[src/rtl/rfde_pkg.sv]
// Shared types and constants of the reference frame delta encoder.
`timescale 1ns / 1ps
`default_nettype none

package rfde_pkg;

    // Field widths fixed by the stream format.
    localparam int THR_W    = 10;
    localparam int WC_W     = 17;
    localparam int DIST_W   = 31;
    localparam int FILL_W   = 6;
    localparam int BODY_N_W = 7;
    localparam int Q8_FRAC  = 8;

    localparam logic [THR_W-1:0]  THR_RESET = 10'd256;
    localparam logic [WC_W-1:0]   WC_MAX    = 17'h1FFFF;
    localparam logic [DIST_W-1:0] DIST_MAX  = 31'h7FFF_FFFF;

    // Command queue between the front and the back.
    localparam int QUEUE_DEPTH = 4;
    localparam int QPTR_W      = 2;

    // Bytes of the encoded stream.
    localparam logic [7:0] HDR_REF_BYTE   = 8'h00;
    localparam logic [7:0] HDR_DELTA_BYTE = 8'h01;
    localparam logic [7:0] COPY_BYTE      = 8'h43;
    localparam logic [7:0] PATCH_BYTE     = 8'h50;

    // Header that a command opens with.
    typedef enum logic [1:0] {
        HDR_NONE,
        HDR_REF,
        HDR_DELTA
    } t_hdr;

    // Body that a command carries after any header.
    typedef enum logic [1:0] {
        BODY_NONE,
        BODY_PASS,
        BODY_COPY,
        BODY_PATCH
    } t_body;

    // Output sequencer states.
    typedef enum logic [2:0] {
        BK_IDLE,
        BK_HDR,
        BK_DIST,
        BK_BODY,
        BK_DATA
    } t_back_state;

    // One queued command: all results caused by one input byte.
    typedef struct packed {
        t_hdr              hdr;
        t_body             body;
        logic [7:0]        data;
        logic [DIST_W-1:0] distance;
        logic              bank;
        logic [FILL_W-1:0] count;
        logic              was_ref;
        logic              frame_end;
        logic              overflow;
        logic [WC_W-1:0]   size;
    } t_cmd;

    // Write into the two-bank block buffer.
    typedef struct packed {
        logic              en;
        logic              bank;
        logic [FILL_W-1:0] idx;
        logic [7:0]        data;
    } t_bb_wr;

    // The back has finished reading a block buffer bank.
    typedef struct packed {
        logic valid;
        logic bank;
    } t_bank_rel;

endpackage

`default_nettype wire

[src/rtl/rfde_queue.sv]
// Short command queue between the front end and the output sequencer.
`timescale 1ns / 1ps
`default_nettype none

module rfde_queue (
    input  logic           i_clk,
    input  logic           i_rst_n,
    input  logic           i_push,
    input  rfde_pkg::t_cmd i_cmd,
    output logic           o_ready,
    output logic           o_valid,
    output rfde_pkg::t_cmd o_cmd,
    input  logic           i_pop
);
    import rfde_pkg::*;

    t_cmd              r_mem [QUEUE_DEPTH];
    logic [QPTR_W-1:0] r_wr;
    logic [QPTR_W-1:0] r_rd;
    logic [QPTR_W:0]   r_count;
    logic              do_push;
    logic              do_pop;

    assign o_ready = (r_count != (QPTR_W+1)'(QUEUE_DEPTH));
    assign o_valid = (r_count != '0);
    assign o_cmd   = r_mem[r_rd];
    assign do_push = i_push && o_ready;
    assign do_pop  = i_pop && o_valid;

    // Pointers and occupancy.
    always_ff @(posedge i_clk) begin
        if (!i_rst_n) begin
            r_wr    <= '0;
            r_rd    <= '0;
            r_count <= '0;
        end else begin
            if (do_push) begin
                r_wr <= r_wr + 1'b1;
            end
            if (do_pop) begin
                r_rd <= r_rd + 1'b1;
            end
            if (do_push && !do_pop) begin
                r_count <= r_count + 1'b1;
            end else if (do_pop && !do_push) begin
                r_count <= r_count - 1'b1;
            end
        end
    end

    // Entry storage.
    always_ff @(posedge i_clk) begin
        if (do_push) begin
            r_mem[r_wr] <= i_cmd;
        end
    end

    // Occupancy stays within the queue depth.
    a_count_bound: assert property (@(posedge i_clk) disable iff (!i_rst_n)
        r_count <= (QPTR_W+1)'(QUEUE_DEPTH))
        else $error("queue occupancy beyond its depth");

endmodule

`default_nettype wire

[config.mk]
export PLATFORM = sky130hd
export DESIGN_NAME = rfde_queue
export DESIGN_NICKNAME = d
export VERILOG_FILES = /design/src/rtl/rfde_pkg.sv /design/src/rtl/rfde_queue.sv
export SDC_FILE = /design/constraint.sdc
export NUM_CORES = 1
export LEC_CHECK = 0
export BUFFER_PORTS_ARGS = -buffer_cell sky130_fd_sc_hd__buf_2
export CAP_MARGIN = 15
export CORE_ASPECT_RATIO = 0.9
export CORE_UTILIZATION = 30
export DETAILED_ROUTE_END_ITERATION = 16
export GPL_ROUTABILITY_DRIVEN = 1
export PLACE_DENSITY = 0.46
export SLEW_MARGIN = 20
export SYNTH_ARGS = -nofsm -noshare
export SYNTH_HDL_FRONTEND = slang
export SYNTH_SLANG_ARGS = --single-unit
[constraint.sdc]
create_clock -name i_clk -period 6.5 [get_ports i_clk]
set_input_delay 0 -clock i_clk [delete_from_list [all_inputs] [get_ports i_clk]]
set_output_delay 0 -clock i_clk [all_outputs]
set_load 0.1 [all_outputs]
==> results of run 1 <==
[flip-flops by register name, indices dropped and copies added (netlist names), named ones only]
name and count:
r_count 3, r_mem 280, r_rd 2, r_wr 2
[metal layers]
metal  part of all wire, %  GRT usage (%)  up-vias
met5                     0              0        -
met4                   1.9           3.54        0
met3                   4.8           2.72       31
met2                    48           19.2      133
met1                    46           15.7     2545
li1                      -              -     2251
[synth_stat cells]
cell	count	area, um^2
nand2_1	5	18.8
clkbuf_1	1	3.75
inv_1	3	11.3
nor2b_1	1	6.26
mux4_2	70	1580
nor2_1	1	3.75
o21ai_0	1	5.00
buf_12	7	140
buf_6	1	11.3
edfxtp_1	280	8410
fa_1	1	20.0
xor2_1	1	8.76
or3_1	2	12.5
dfxtp_1	9	180
buf_2	7	35.0
o31ai_4	1	21.3
and2_1	8	50.1
buf_1	1	3.75
ha_1	5	62.6
a21boi_0	1	7.51
a21boi_2	1	11.3
xnor2_1	3	26.3
mux2i_1	3	30.0
o311ai_2	1	16.3
[worst max-delay path: stages, from the launching register on]
cell and delay [ps]:
dfxtp_4 750, buf_4 820, mux4_2 650, buf_2 320
[kinds of logic (layout without fill, tap and decap cells)]
| family | Yosys count | in the layout |
|---|---|---|
| compound gates | 5 | 5 |
| xor+xnor | 4 | 4 |
| fa+ha+maj | 6 | 6 |
| buf+inv | 20 | 284 |
| flops | 289 | 289 |
| mux | 73 | 73 |
| simple gates | 17 | 17 |
[power by group through the flow]
stage | clock network, mW | registers (mW) | logic [mW]
floorplan | 0 | 2.35 | 2.31
global placement | 0 | 2.42 | 2.57
detailed placement | 0 | 2.43 | 2.58
CTS | 1.76 | 2.40 | 2.62
global route | 1.82 | 2.41 | 2.69
finish | 1.69 | 2.39 | 2.59
[layout make-up]
type | count | area [um^2]
multi-input cells | 105 | 1890
clock inverters | 14 | 95.1
well taps | 469 | 587
inverters | 3 | 11.3
clock buffers | 42 | 902
repair buffers | 225 | 1510
flip-flops and latches | 289 | 8600
fillers | 3179 | 21500
[metrics by stage]
stage | hold WS, ps | setup WS [ps] | power (mW) | cell area, um^2 | utilization (%)
3_3_place_gp | 209 | 3810 | 4.99 | 11900 | 33.8
4_1_cts | 231 | 3280 | 6.78 | 13600 | 38.8
6_report | 259 | 3430 | 6.67 | 13600 | 38.8
2_1_floorplan | 98.9 | 3520 | 4.67 | 10700 | -
3_5_place_dp | 219 | 3780 | 5.02 | 11900 | 33.8
5_1_grt | 250 | 3160 | 6.92 | 13600 | 38.8
[how the worst max path moves through the flow]
stage	end	slack [ps]
after floorplan	r_mem[0][0]	3520
after global placement	r_mem[1][47]	3810
after detailed placement	r_mem[1][31]	3780
after CTS	o_cmd[57]	3280
after global routing	o_cmd[57]	3160
final	o_cmd[36]	3430
==> results.py, run 1 <==
metrics = {
    "routing": {
        "drt-total-wl_um": 21200,
        "wire_per_inst_um": 18.5,
        "drc": 0,
        "drtIter0Drc": 241,
        "firstDrtPassIters": 5,
        "vias": 4960,
        "ant_nets": 0,
        "drt-vias-per-instance": 4.32,
    },
    "floorplan": {
        "die_x_um": 201,
        "io_pins": 146,
        "die_height_um": 181,
        "core-area_um2": 35100,
        "start_util_pct": 30.4,
        "row_count": 65,
        "dieArea_um2": 36300,
    },
    "synth": {
        "synthSimpleGateAreaFrac_pct": 0.856,
        "synth-compound-area-share_pct": 0.575,
        "synth.cell_area_um2": 10700,
        "syn_nets": 494,
        "syn-instance-count": 414,
        "synth.distinct_cells": 24,
        "synth_seq_cells": 289,
        "synth_xor_xnor_area_share_pct": 0.328,
        "synth_top_family_by_area": "multiplexers",
        "synthAdderAreaFrac_pct": 0.774,
        "synth_mux_area_share_pct": 15.1,
        "synth.avg_cell_area_um2": 25.8,
        "ys_seq_area_share_pct": 80.5,
        "synth_warnings": 0,
    },
    "clock_tree": {
        "clock-root-buffer": "clkbuf_16",
        "cts_setup_buffers": 0,
        "clkTransAtPathRegs_ps": 50,
        "cts_tree": "done",
        "clockBufferDepth": 3,
        "cts_made_buffers": 34,
        "ctsHoldBuffers": 74,
        "worst_skew_pair.late_latency_ps": 490,
        "cts.htree.levels": 2,
        "post_cts_resized": 0,
        "clock_sinks": 289,
    },
    "place": {
        "dpl.cell_count": 1017,
        "dpl.hpwl_um": 12300,
        "place_congestion": 0.676,
        "port_buffers": 145,
    },
    "finish": {
        "finalNonFillerCells": 1147,
        "drive_gt1_share_pct": 40.4,
        "area_growth_syn_to_layout_pct": 27.4,
        "n_antenna_cell": 0,
        "layout_commonest_cell": "edfxtp_1",
        "layout.nets": 738,
        "final_cell_mix": "edfxtp_1 (280), buf_2 (145), dlygate4sd3_1 (74)",
    },
    "hold_path": {
        "hold_depth": 2,
        "hold_path.class": "in -> reg",
        "min_to": "r_mem[2][16]",
        "min-delay-start": "i_cmd[16]",
    },
    "worst_setup_path": {
        "end_kind": "primary output",
        "cp_data_arrival_time_ps": 3070,
        "worstReg2RegEnd": "r_mem[1][26]",
        "r2r_cells": 4,
        "crit_fanout": 43,
        "start_kind": "flip-flop",
        "critPathKind": "reg -> out",
        "r2r-start": "r_count[0]",
        "reg2reg_slack_ps": 3810,
        "worstPathRequired_ps": 6500,
    },
    "timing": {
        "rsz0062_at_grt": "false",
        "setup_viol": 0,
        "worst_pin_slew_ps": 903,
        "hold_violations": 0,
        "finClkSkew_ps": 9.17,
        "fmax_mhz": 326,
        "period_minus_slack_ps": 3070,
        "drv_slew": 0,
        "slew_headroom_pct": 39.8,
        "fin_crit_sh_pct": 47.2,
        "tns_ps": 0,
    },
    "power_and_ir_drop": {
        "p_clk_share_pct": 25.4,
        "p_int_mw": 3.84,
        "power.share.sequential_pct": 35.8,
        "p_per_area_nw_per_um2": 490,
        "power_switching_mw": 2.82,
        "switching_share_pct": 42.3,
        "irDropWorstVdd_mv": 0.262,
        "comb_power_share_pct": 38.8,
        "leakage_nw": 4.55,
    },
    "global_route": {
        "antenna_found_initial": 0,
        "first_global_vias": 5392,
        "groute.usage.overall_pct": 11.8,
        "grt_max_degree": 47,
        "grt_pass1_wl_um": 32200,
        "grt_overflow": 0,
    },
    "run": {
        "cap_violations": 0,
    },
    "run_status": {
        "outcome": "finished, final reports clean",
    },
}
(Power assumes the default switching activity.)
==> run 2, diff against run 1 <==
- ABC_AREA: not set -> 1
- PLACE_DENSITY: 0.46 -> 0.48
- clock period: 6.5 -> 2.8 ns (I/O delays scaled with it)
==> run 2 against run 1 <==
- via count is 35% higher
- first-iteration DRC count up 22%
- utilization increased by 1.8 points
- worst hold slack got worse by 20 ps
- cell count is 29% higher
- sequential power up 130%
- clock skew up 1.3 ps
==> results.py, run 2 <==
metrics = {
    "clock_tree": {
        "worst_skew_pair.late_latency_ps": 510,
        "post_cts_resized": 0,
        "clock_sinks": 289,
        "clkTransAtPathRegs_ps": 50,
        "cts_made_buffers": 34,
        "cts_tree": "done",
        "clockBufferDepth": 3,
        "clock-root-buffer": "clkbuf_16",
        "cts.htree.levels": 2,
    },
    "floorplan": {
        "die_x_um": 208,
        "io_pins": 146,
        "die_height_um": 187,
        "row_count": 67,
        "core-area_um2": 37400,
        "start_util_pct": 30.6,
        "dieArea_um2": 38900,
    },
    "synth": {
        "async_reset_ff_share_pct": 0,
        "synth_warnings": 0,
        "synth_top_family_by_area": "compound AO/OA/AOI/OAI gates",
        "synthAdderAreaFrac_pct": 0.723,
        "synth_xor_xnor_area_share_pct": 0.0766,
        "yosys.area.top_type": "edfxtp_1",
        "syn-instance-count": 744,
        "yosysMostFrequentCell": "edfxtp_1",
        "synth-compound-area-share_pct": 12.3,
        "synth.cell_area_um2": 11400,
        "synthSimpleGateAreaFrac_pct": 8.42,
        "syn_nets": 824,
        "ys_seq_area_share_pct": 75.1,
        "ys.flop_type": "edfxtp_1",
        "synth_mux_area_share_pct": 0,
        "netlist_top_cells_area": "edfxtp_1 (74%), o21ai_0 (4.9%), o22ai_2 (4.4%)",
        "synth.avg_cell_area_um2": 15.4,
        "synth_edf_count": 280,
        "synth_top_area_share_pct": 73.6,
        "synth_common_cells": "edfxtp_1 (280), nor2_1 (114), o21ai_0 (111)",
        "synth.distinct_cells": 21,
        "synth_seq_cells": 289,
    },
    "finish": {
        "top_regs": "r_mem: 280 flops, r_count: 3 flops",
        "area_growth_syn_to_layout_pct": 32.7,
        "layout_commonest_cell": "edfxtp_1",
        "layout.nets": 1053,
        "fin_util_pct": 40.5,
        "multi_input_area_um2": 2490,
        "largest_register_ffs": 280,
        "regMostFlops": "r_mem",
        "regArea_um2": 8590,
        "drive_gt1_share_pct": 29.9,
        "fillCellCount": 3454,
        "final_cell_mix": "edfxtp_1 (280), o21ai_0 (111), nor2_1 (110)",
    },
    "place": {
        "dpl.hpwl_um": 14000,
        "port_buffers": 145,
        "dpl_worst_slack_ps": 684,
        "place_congestion": 0.721,
    },
    "power_and_ir_drop": {
        "p_per_area_nw_per_um2": 1160,
        "irDropWorstVdd_mv": 0.782,
        "leakage_nw": 5.24,
    },
    "timing": {
        "fin_crit_sh_pct": 89.2,
        "hold_violations": 0,
        "slew_headroom_pct": 57.8,
        "setup_viol": 0,
        "fmax_mhz": 401,
        "fin_ws_ps": 304,
        "drv_slew": 0,
        "rsz0062_at_grt": "false",
        "tns_ps": 0,
        "period_minus_slack_ps": 2500,
        "worst_pin_slew_ps": 633,
        "finClkSkew_ps": 10.4,
    },
    "worst_setup_path": {
        "start_kind": "flip-flop",
        "crit_path_cell_trace": "buf_4 > o21ai_0 > o22ai_1 > buf_2",
        "cp_data_arrival_time_ps": 2500,
        "crit_fanout": 54,
        "slowest_stage": "dfxtp_4",
        "critPathKind": "reg -> out",
        "end_kind": "primary output",
        "max_stage_delay_ps": 530,
        "worstPathRequired_ps": 2800,
        "reg2reg_slack_ps": 650,
    },
    "global_route": {
        "first_global_vias": 6886,
        "grt_overflow": 0,
        "grt_pass1_wl_um": 39500,
        "groute.usage.overall_pct": 13.2,
        "antenna_found_initial": 2,
        "grt_max_degree": 65,
    },
    "routing": {
        "vias": 6715,
        "drt-total-wl_um": 25600,
        "firstDrtPassIters": 4,
        "ant_nets": 0,
        "wire_per_inst_um": 17.2,
        "drtIter0Drc": 293,
        "drt-vias-per-instance": 4.53,
        "drc": 0,
    },
    "run": {
        "cap_violations": 0,
    },
    "hold_path": {
        "hold_path.class": "in -> reg",
    },
    "run_status": {
        "outcome": "finished, final reports clean",
    },
}
[run 2: path summary, 6_finish.rpt]
path,end,start,cells after the start
worst max-delay path,o_cmd[52],flip-flop,4
worst min-delay path,r_mem[2][11],i_cmd[11],2
worst max register to register,r_count[1],r_count[1],9
worst min register to register,r_rd[0],r_rd[0],2
[run 2: logic make-up (layout without fill, tap and decap cells)]
kind of cell	after synthesis	after routing
AO/OA/AOI/OAI	214	214
XOR/XNOR	1	1
adder cells (fa/ha/maj)	6	6
buffers and inverters	60	314
flip-flops	289	289
other	0	2
AND/OR/NAND/NOR	174	174
[run 2: report_power, final]
| group | switching [mW] | internal (mW) |
|---|---|---|
| registers | 0.159 | 5.26 |
| clock network | 1.68 | 2.59 |
| logic | 5.77 | 2.08 |
[run 2: routing by layer]
layer	part of all wire [%]	global-route usage [%]	up-vias
li1	-	-	3251
met3	4.9	3.48	39
met2	46	21.2	137
met4	2.1	4.13	0
met1	47	17.3	3288
met5	0	0	-
[run 2: layout make-up]
type                       count  area share (%)
sequential                   289            56.7
multi-input combinational    395            16.5
timing repair buffer         237            15.2
clock buffer                  46            6.33
tap                          483            3.99
clock inverter                15           0.850
inverter                      16           0.429
antenna                        2          0.0330
[run 2: timing repair]
action                    4_1_cts  5_1_grt
setup buffers                   0        0
hold buffers                   74        0
hold endpoints to repair      289        0
[run 2: through the flow]
step | instance area [um^2] | cells | total power [mW] | hold slack (ps)
final | 15200 | 1483 | 17.5 | 239
after floorplan | 11500 | 744 | 11.1 | 98.9
after global routing | 15200 | 1483 | 18.2 | 227
after detailed placement | 13300 | 1346 | 13.4 | 217
after CTS | 15200 | 1481 | 17.8 | 206
after global placement | 13300 | 1346 | 13.4 | 216
[run 2: critical path: cells and delay by family, from the launching register on]
family                 cells  cell delay, ps
AOI/OAI and AO/OA          2             460
DFF                        1             530
buffers and inverters      2            1000
