### src/rtl/rfde_pkg.sv
// Shared types and constants of the reference frame delta encoder.
`timescale 1ns / 1ps
`default_nettype none

package rfde_pkg;

    // Field widths fixed by the stream format.
    localparam int THR_W    = 10;
    localparam int WC_W     = 17;
    localparam int DIST_W   = 31;
    localparam int FILL_W   = 6;
    localparam int BODY_N_W = 7;
    localparam int Q8_FRAC  = 8;

    localparam logic [THR_W-1:0]  THR_RESET = 10'd256;
    localparam logic [WC_W-1:0]   WC_MAX    = 17'h1FFFF;
    localparam logic [DIST_W-1:0] DIST_MAX  = 31'h7FFF_FFFF;

    // Command queue between the front and the back.
    localparam int QUEUE_DEPTH = 4;
    localparam int QPTR_W      = 2;

    // Bytes of the encoded stream.
    localparam logic [7:0] HDR_REF_BYTE   = 8'h00;
    localparam logic [7:0] HDR_DELTA_BYTE = 8'h01;
    localparam logic [7:0] COPY_BYTE      = 8'h43;
    localparam logic [7:0] PATCH_BYTE     = 8'h50;

    // Header that a command opens with.
    typedef enum logic [1:0] {
        HDR_NONE,
        HDR_REF,
        HDR_DELTA
    } t_hdr;

    // Body that a command carries after any header.
    typedef enum logic [1:0] {
        BODY_NONE,
        BODY_PASS,
        BODY_COPY,
        BODY_PATCH
    } t_body;

    // Output sequencer states.
    typedef enum logic [2:0] {
        BK_IDLE,
        BK_HDR,
        BK_DIST,
        BK_BODY,
        BK_DATA
    } t_back_state;

    // One queued command: all results caused by one input byte.
    typedef struct packed {
        t_hdr              hdr;
        t_body             body;
        logic [7:0]        data;
        logic [DIST_W-1:0] distance;
        logic              bank;
        logic [FILL_W-1:0] count;
        logic              was_ref;
        logic              frame_end;
        logic              overflow;
        logic [WC_W-1:0]   size;
    } t_cmd;

    // Write into the two-bank block buffer.
    typedef struct packed {
        logic              en;
        logic              bank;
        logic [FILL_W-1:0] idx;
        logic [7:0]        data;
    } t_bb_wr;

    // The back has finished reading a block buffer bank.
    typedef struct packed {
        logic valid;
        logic bank;
    } t_bank_rel;

endpackage

`default_nettype wire

### src/rtl/rfde_out_if.sv
// Encoded output channel of the reference frame delta encoder.
`timescale 1ns / 1ps
`default_nettype none

interface rfde_out_if;
    logic                      valid;
    logic                      ready;
    logic [7:0]                out_byte;
    logic                      last_of_run;
    logic                      frame_end;
    logic                      frame_was_reference;
    logic [rfde_pkg::WC_W-1:0] frame_written_size;
    logic                      frame_overflow;

    modport source (output valid, out_byte, last_of_run, frame_end, frame_was_reference,
                    frame_written_size, frame_overflow, input ready);
    modport sink (input valid, out_byte, last_of_run, frame_end, frame_was_reference,
                  frame_written_size, frame_overflow, output ready);
endinterface

`default_nettype wire

### src/rtl/rfde_back.sv
// Output sequencer: expands queued commands into encoded bytes, holds the block buffer.
`timescale 1ns / 1ps
`default_nettype none

module rfde_back #(
    parameter int BLOCK_BYTES = 32
) (
    input  logic                i_clk,
    input  logic                i_rst_n,
    input  logic                i_q_valid,
    input  rfde_pkg::t_cmd      i_q_cmd,
    output logic                o_q_pop,
    input  rfde_pkg::t_bb_wr    i_bb_wr,
    output rfde_pkg::t_bank_rel o_rel,
    rfde_out_if.source          o_out
);
    import rfde_pkg::*;

    localparam int BB_IDX_W = (BLOCK_BYTES > 1) ? $clog2(BLOCK_BYTES) : 1;
    localparam int BB_DEPTH = 2 * (1 << BB_IDX_W);

    // Two-bank block buffer, one bank per block in flight.
    logic [7:0]          r_bb [BB_DEPTH];
    logic [7:0]          r_bb_rd;
    logic [BB_IDX_W:0]   bb_wa;
    logic [BB_IDX_W:0]   bb_ra;

    t_back_state         r_state, n_state;
    t_cmd                r_cmd,   n_cmd;
    logic [FILL_W-1:0]   r_idx,   n_idx;

    logic                r_out_valid;
    logic [7:0]          r_out_byte;
    logic                r_out_last;
    logic                r_out_end;
    logic                r_out_ref;
    logic [WC_W-1:0]     r_out_size;
    logic                r_out_ovf;

    logic                load_ok;
    logic                emit;
    logic                emit_last;
    logic [7:0]          emit_byte;
    logic [7:0]          dist_byte;

    // The output register is free when empty or being taken.
    assign load_ok = !r_out_valid || o_out.ready;

    // Distance byte for the current position, little-endian.
    always_comb begin
        unique case (r_idx[1:0])
            2'd0: dist_byte = r_cmd.distance[7:0];
            2'd1: dist_byte = r_cmd.distance[15:8];
            2'd2: dist_byte = r_cmd.distance[23:16];
            2'd3: dist_byte = {1'b0, r_cmd.distance[30:24]};
        endcase
    end

    // Next state, the byte to send and the queue pop.
    always_comb begin
        n_state   = r_state;
        n_cmd     = r_cmd;
        n_idx     = r_idx;
        emit      = 1'b0;
        emit_last = 1'b0;
        emit_byte = HDR_REF_BYTE;
        o_q_pop   = 1'b0;

        unique case (r_state)
            BK_IDLE: begin
                n_state = BK_IDLE;
            end
            BK_HDR: begin
                if (load_ok) begin
                    emit = 1'b1;
                    if (r_cmd.hdr == HDR_DELTA) begin
                        emit_byte = HDR_DELTA_BYTE;
                        n_state   = BK_DIST;
                        n_idx     = '0;
                    end else if (r_cmd.body != BODY_NONE) begin
                        n_state = BK_BODY;
                    end else begin
                        emit_last = 1'b1;
                    end
                end
            end
            BK_DIST: begin
                if (load_ok) begin
                    emit      = 1'b1;
                    emit_byte = dist_byte;
                    if (r_idx[1:0] != 2'd3) begin
                        n_idx = r_idx + 1'b1;
                    end else if (r_cmd.body != BODY_NONE) begin
                        n_state = BK_BODY;
                    end else begin
                        emit_last = 1'b1;
                    end
                end
            end
            BK_BODY: begin
                if (load_ok) begin
                    emit = 1'b1;
                    if (r_cmd.body == BODY_PATCH) begin
                        emit_byte = PATCH_BYTE;
                        n_state   = BK_DATA;
                        n_idx     = '0;
                    end else if (r_cmd.body == BODY_COPY) begin
                        emit_byte = COPY_BYTE;
                        emit_last = 1'b1;
                    end else begin
                        emit_byte = r_cmd.data;
                        emit_last = 1'b1;
                    end
                end
            end
            BK_DATA: begin
                if (load_ok) begin
                    emit      = 1'b1;
                    emit_byte = r_bb_rd;
                    if (r_idx == FILL_W'(r_cmd.count - 1'b1)) begin
                        emit_last = 1'b1;
                    end else begin
                        n_idx = r_idx + 1'b1;
                    end
                end
            end
            default: begin
                n_state = BK_IDLE;
            end
        endcase

        // Take the next command as soon as the current one is done.
        if ((r_state == BK_IDLE) || emit_last) begin
            if (i_q_valid) begin
                o_q_pop = 1'b1;
                n_cmd   = i_q_cmd;
                n_state = (i_q_cmd.hdr != HDR_NONE) ? BK_HDR : BK_BODY;
            end else begin
                n_state = BK_IDLE;
            end
        end
    end

    // A finished block command frees its bank.
    always_comb begin
        o_rel.valid = emit_last && ((r_cmd.body == BODY_COPY) || (r_cmd.body == BODY_PATCH));
        o_rel.bank  = r_cmd.bank;
    end

    always_ff @(posedge i_clk) begin
        if (!i_rst_n) begin
            r_state <= BK_IDLE;
            r_idx   <= '0;
        end else begin
            r_state <= n_state;
            r_idx   <= n_idx;
        end
    end

    always_ff @(posedge i_clk) begin
        r_cmd <= n_cmd;
    end

    // Output register.
    always_ff @(posedge i_clk) begin
        if (!i_rst_n) begin
            r_out_valid <= 1'b0;
        end else if (load_ok) begin
            r_out_valid <= emit;
        end
    end

    always_ff @(posedge i_clk) begin
        if (emit) begin
            r_out_byte <= emit_byte;
            r_out_last <= emit_last;
            r_out_end  <= emit_last && r_cmd.frame_end;
            r_out_ref  <= r_cmd.was_ref;
            r_out_size <= (emit_last && r_cmd.frame_end) ? r_cmd.size : '0;
            r_out_ovf  <= emit_last && r_cmd.frame_end && r_cmd.overflow;
        end
    end

    assign o_out.valid               = r_out_valid;
    assign o_out.out_byte            = r_out_byte;
    assign o_out.last_of_run         = r_out_last;
    assign o_out.frame_end           = r_out_end;
    assign o_out.frame_was_reference = r_out_ref;
    assign o_out.frame_written_size  = r_out_size;
    assign o_out.frame_overflow      = r_out_ovf;

    // Block buffer: the read runs one index ahead so that data waits in r_bb_rd.
    assign bb_wa = {i_bb_wr.bank, i_bb_wr.idx[BB_IDX_W-1:0]};
    assign bb_ra = {r_cmd.bank, n_idx[BB_IDX_W-1:0]};

    always_ff @(posedge i_clk) begin
        if (i_bb_wr.en) begin
            r_bb[bb_wa] <= i_bb_wr.data;
        end
        r_bb_rd <= r_bb[bb_ra];
    end

    // Block bytes are only sent for a differing block.
    a_data_only_patch: assert property (@(posedge i_clk) disable iff (!i_rst_n)
        (r_state == BK_DATA) |-> (r_cmd.body == BODY_PATCH))
        else $error("block bytes sent for a command without a patch body");

    // Distance bytes only follow a delta header.
    a_dist_only_delta: assert property (@(posedge i_clk) disable iff (!i_rst_n)
        (r_state == BK_DIST) |-> (r_cmd.hdr == HDR_DELTA))
        else $error("distance bytes sent without a delta header");

endmodule

`default_nettype wire

### src/flat_wrapper.sv
// flat-port wrapper written by rule: the top's interface ports become plain ports
module rfde_back_flat import rfde_pkg::*;
#(
    parameter int BLOCK_BYTES = 32
)
  (i_clk, i_rst_n, i_q_valid, i_q_cmd, o_q_pop, i_bb_wr, o_rel, o_out_valid, o_out_out_byte, o_out_last_of_run, o_out_frame_end, o_out_frame_was_reference, o_out_frame_written_size, o_out_frame_overflow, o_out_ready);
  rfde_out_if o_out_i ();
  input  logic i_clk;
  input  logic i_rst_n;
  input  logic i_q_valid;
  input  rfde_pkg::t_cmd i_q_cmd;
  output logic o_q_pop;
  input  rfde_pkg::t_bb_wr i_bb_wr;
  output rfde_pkg::t_bank_rel o_rel;
  output wire logic [$bits(o_out_i.valid)-1:0] o_out_valid;
  output wire logic [$bits(o_out_i.out_byte)-1:0] o_out_out_byte;
  output wire logic [$bits(o_out_i.last_of_run)-1:0] o_out_last_of_run;
  output wire logic [$bits(o_out_i.frame_end)-1:0] o_out_frame_end;
  output wire logic [$bits(o_out_i.frame_was_reference)-1:0] o_out_frame_was_reference;
  output wire logic [$bits(o_out_i.frame_written_size)-1:0] o_out_frame_written_size;
  output wire logic [$bits(o_out_i.frame_overflow)-1:0] o_out_frame_overflow;
  input wire logic [$bits(o_out_i.ready)-1:0] o_out_ready;
  assign o_out_valid = o_out_i.valid;
  assign o_out_out_byte = o_out_i.out_byte;
  assign o_out_last_of_run = o_out_i.last_of_run;
  assign o_out_frame_end = o_out_i.frame_end;
  assign o_out_frame_was_reference = o_out_i.frame_was_reference;
  assign o_out_frame_written_size = o_out_i.frame_written_size;
  assign o_out_frame_overflow = o_out_i.frame_overflow;
  assign o_out_i.ready = o_out_ready;
  rfde_back #(.BLOCK_BYTES(BLOCK_BYTES)) u_core (.i_clk(i_clk), .i_rst_n(i_rst_n), .i_q_valid(i_q_valid), .i_q_cmd(i_q_cmd), .o_q_pop(o_q_pop), .i_bb_wr(i_bb_wr), .o_rel(o_rel), .o_out(o_out_i));
endmodule
### config.mk
export PLATFORM = sky130hd
export DESIGN_NAME = rfde_back_flat
export DESIGN_NICKNAME = d
export VERILOG_FILES = /design/src/rtl/rfde_pkg.sv /design/src/rtl/rfde_out_if.sv /design/src/rtl/rfde_back.sv /design/src/flat_wrapper.sv
export SDC_FILE = /design/constraint.sdc
export NUM_CORES = 1
export LEC_CHECK = 0
export BUFFER_PORTS_ARGS = -buffer_cell sky130_fd_sc_hd__buf_2
export CAP_MARGIN = 10
export CORE_MARGIN = 2
export CORE_UTILIZATION = 50
export CTS_CLUSTER_DIAMETER = 50
export DETAILED_ROUTE_END_ITERATION = 8
export PLACE_DENSITY = 0.76
export SLEW_MARGIN = 20
export SYNTH_ARGS = -nofsm -noshare
export SYNTH_HDL_FRONTEND = slang
export SYNTH_SLANG_ARGS = --single-unit
export TNS_END_PERCENT = 10
### constraint.sdc
create_clock -name i_clk -period 5.2 [get_ports i_clk]
set_clock_uncertainty 0.05 [all_clocks]
set_input_delay 0.26 -clock i_clk [delete_from_list [all_inputs] [get_ports i_clk]]
set_output_delay 0.26 -clock i_clk [all_outputs]
set_load 0.01 [all_outputs]
==> summary.md <==
| Metric | Value |
|---|---|
| Post-Synth Adder-Cell Area | `0.00294` |
| Synthesis Warnings | `0` |
| Slew Limit Headroom | `0.394` |
| Post-Syn Area | `about 26,000 um2` |
| #FFs+latches synth | `~630` |
| Initial cell density of the core | `0.508` |
| Die width | `230 um` |
| Critical path class | `reg2reg` |
| Cts bufs inserted | `66` |
| RR Startpoint | `u_core.r_cmd[20]$_DFFE_PP_` |
| Post-route DRC | `0` |
| Shortest period the worst path allows | `approximately 4.6 ns` |
| Clk slew on worst S/H paths | `0.06 ns` |
| First-iteration detailed-routing DRC count | `2,028` |
| Layout Cells excl Fill | `2,684` |
| Gr ovfl total | `0` |
| Final Setup Violations | `0` |
| Vias in the first global route | `15,600` |
| R2R Setup Slk | `0.65 ns` |
| Routability Congestion | `between 0.8 and 0.9` |
| Final slew viol count | `0` |
| Ratio of cells with drive above 1 in the final layout | `0.136` |
| Hold path start | `o_out_ready` |
| RSZ-0062 raised after global routing | `no` |
| Arr. time, crit path | `approximately 5 ns` |
| Crit. End Element | `flip-flop` |
| Fillers | `3,717` |
| Tightest Hold Check Type | `in2reg` |
| Synth Area in XOR/XNOR | `0.00308` |
| Largest family of logic cells by synthesized area | `simple AND/OR/NAND/NOR gates` |
| Yosys top cell area share | `0.718` |
| Synth async-reset ratio | `0` |
| Post-cts sizing count | `0` |
| Die Ht | `230 um` |
| TritonCTS Sinks | `629` |
| Rows | `82` |
| Pin count of the biggest net entering global routing | `98` |
| Hold Violations, Final | `0` |
| Worst r2r dst | `u_core.r_bb_rd[3]$_DFF_P_` |
| Crit-path max FO | `48` |
| CP startpoint kind | `flip-flop` |
| Worst skew pair latency | `0.59 ns` |
| Tcrit/Tclk final | `0.876` |
| Max Freq | `220 MHz` |
| Post-DP HPWL | `35,900 um` |
| TritonCTS clock tree | `built` |
| Syn Area/Cell | `14.4 um2` |
| Synth area leader | `edfxtp_1` |
| Status | `finished clean` |
| CORE AREA | `50,300 um2` |
| Clk buf depth | `3` |
| Static leakage | `10.4 nW` |
| Hold Path Cell Cnt | `3` |
| Inst Count DP | `between 2,000 and 2,500` |
| Post-DR vias/cell | `5.97` |
| Total Wirelength | `61,900 um` |
| VDD IR max | `0.504 mV` |
| Post-DRT Antenna Nets | `0` |
| Post-synthesis simple-gate area fraction | `0.113` |
| Worst Reg-to-Reg Cells | `14` |
| Worst Hold End | `u_core.o_out.valid$_SDFFE_PN0N_` |
| Syn_nets | `1,869` |
| Final #Nets | `between 2,000 and 2,500` |
| Setup Total Neg Slack | `0 ns` |
| Layout area overhead | `16.6%` |
| DRT Pass-1 Iters | `8` |
| Primary FF master, synth | `edfxtp_1` |
| Worst slew pin tran | `0.905 ns` |
| Clock root buffer | `clkbuf_16` |
| Distinct cells, synth | `63` |
| First-pass GRT wire length | `93,300 um` |
| Synth Instances | `1,773` |
| Avg WL per Cell | `23.1 um` |
| Core Util, Final | `0.593` |
| Die area | `52,900 um2` |
| Worst Path Required | `5.67 ns` |
| Most numerous cell in the Yosys netlist | `edfxtp_1` |
| Most common library cells after synthesis | `edfxtp_1 (611), nand2_1 (264), mux2i_1 (174), nand3_1 (107), nor2_1 (84)` |
| Io pins | `~120` |
| Sequential-to-total area share from yosys stat | `0.732` |
| Pwr Density | `496 nW/um2` |
| Initial antenna violation count | `1` |
| Vias | `16,000` |
| Post-synthesis mux area share | `0.0702` |
| Post-synth EDFFs | `around 600` |
| Max-Cap Viols | `0` |
| Port Buf Inserts | `121` |
| Top cells by area, synth | `edfxtp_1 (72%), mux2i_1 (6.8%), nand2_1 (3.9%)` |
| All-Layer GR Usage | `0.233` |
| Compound-Gate Fraction of Synth Area | `0.0568` |
| H-tree depth reported by CTS | `3` |
## power by group
part	internal (mW)	switching (mW)	total, mW
registers	6.00	0.197	6.20
clock network	2.64	1.88	4.53
logic	1.45	2.60	4.05
## how the worst max path moves through the flow
stage | endpoint | depth (start not counted) | slack, ns | start
detailed placement | u_core.r_bb_rd[5]$_DFF_P_ | 12 | 0.77 | u_core.r_cmd[20]$_DFFE_PP_
global placement | u_core.r_bb_rd[5]$_DFF_P_ | 12 | 0.83 | u_core.r_cmd[20]$_DFFE_PP_
finish | u_core.r_bb_rd[3]$_DFF_P_ | 14 | 0.65 | u_core.r_cmd[20]$_DFFE_PP_
CTS | u_core.r_bb_rd[3]$_DFF_P_ | 14 | 0.71 | u_core.r_cmd[20]$_DFFE_PP_
floorplan | u_core.o_rel[0]$_DFFE_PP_ | 10 | 1.20 | u_core.r_cmd[20]$_DFFE_PP_
global route | u_core.r_bb_rd[3]$_DFF_P_ | 14 | 0.45 | u_core.r_cmd[20]$_DFFE_PP_
## sequential cells by signal (all words and copies together) (netlist names)
name	cells
u_core.r_idx	6
u_core.r_state	3
u_core.r_bb	512
u_core.o_rel	1
u_core.o_out.last_of_run	1
u_core.r_bb_rd	8
u_core.r_cmd	69
u_core.o_out.frame_written_size	17
u_core.o_out.out_byte	8
u_core.o_out.frame_end	1
u_core.o_out.valid	1
u_core.o_out.frame_overflow	1
u_core.o_out.frame_was_reference	1
## cells in the final DEF, fill, tap and decap left out, types with 15 or more instances in the layout
cell type | netlist | final
dfxtp_1 | 18 | 18
and3_1 | 21 | 21
a31oi_1 | 31 | 31
buf_2 | 25 | 120
dlygate4sd3_1 | 0 | 72
clkbuf_16 | 0 | 71
o22ai_1 | 27 | 27
nand2_1 | 264 | 264
nor2_1 | 84 | 84
o21ai_0 | 17 | 17
a22oi_1 | 18 | 18
buf_4 | 10 | 30
clkbuf_1 | 62 | 25
a21oi_1 | 49 | 49
nand4_1 | 59 | 59
edfxtp_1 | 611 | 611
nand3_1 | 107 | 107
mux2i_1 | 174 | 174
a221oi_1 | 15 | 15
nor3_1 | 26 | 20
## layout make-up
cell class,instances,area [um2],share of cell area
Sequential cell,629,18700,0.628
Timing Repair Buffer,233,1770,0.0593
Clock buffer,98,1900,0.0637
Tap cell,672,841,0.0282
Antenna cell,1,2.50,0.0000840
Clock inverter,21,180,0.00605
Multi-Input combinational cell,1018,6350,0.213
Inverter,12,45.0,0.00151
## worst max-delay path: stages (launching register included)
cell      delay (ns)
edfxtp_1        0.44
inv_1           0.07
ha_1            0.30
xor2_1          0.13
nand2_1         0.08
or3_4           0.41
o311ai_4        0.62
mux2i_4         0.36
buf_12          0.26
buf_4           0.28
a21oi_1         0.07
a22oi_1         0.28
o22ai_1         0.19
nor4_1          0.64
o211a_1         0.25
## timing repair
item	4_1_cts	5_1_grt
hold buffers	72	0
hold endpoints to repair	80	0
setup buffers	0	0
## metrics by stage
step,total power [mW],cell area (um2),setup WS (ns),hold WS [ns]
after floorplan,9.02,25600,1.20,0.309
after global placement,10.1,27000,0.832,0.360
after detailed placement,10.2,27000,0.766,0.367
after CTS,14.8,29800,0.715,0.0741
after global routing,15.4,29800,0.449,0.107
final,14.8,29800,0.647,0.123
## per-layer routing
| layer | wire length, um | vias up | global-route usage |
|---|---|---|---|
| li1 | - | 7191 | - |
| met1 | 24300 | 7852 | 0.318 |
| met2 | 29900 | 863 | 0.376 |
| met3 | 6160 | 105 | 0.0558 |
| met4 | 1460 | 0 | 0.0641 |
| met5 | 0 | - | 0 |
## logic make-up after synthesis
group	count (synthesis)
buffers and inverters	126
xor gates and xnor gates	9
DFF	629
and+or+nand+nor	618
AOI/OAI and AO/OA	207
adders and majority gates	6
muxes	178
Note: power is estimated with default switching activity, not from simulation.
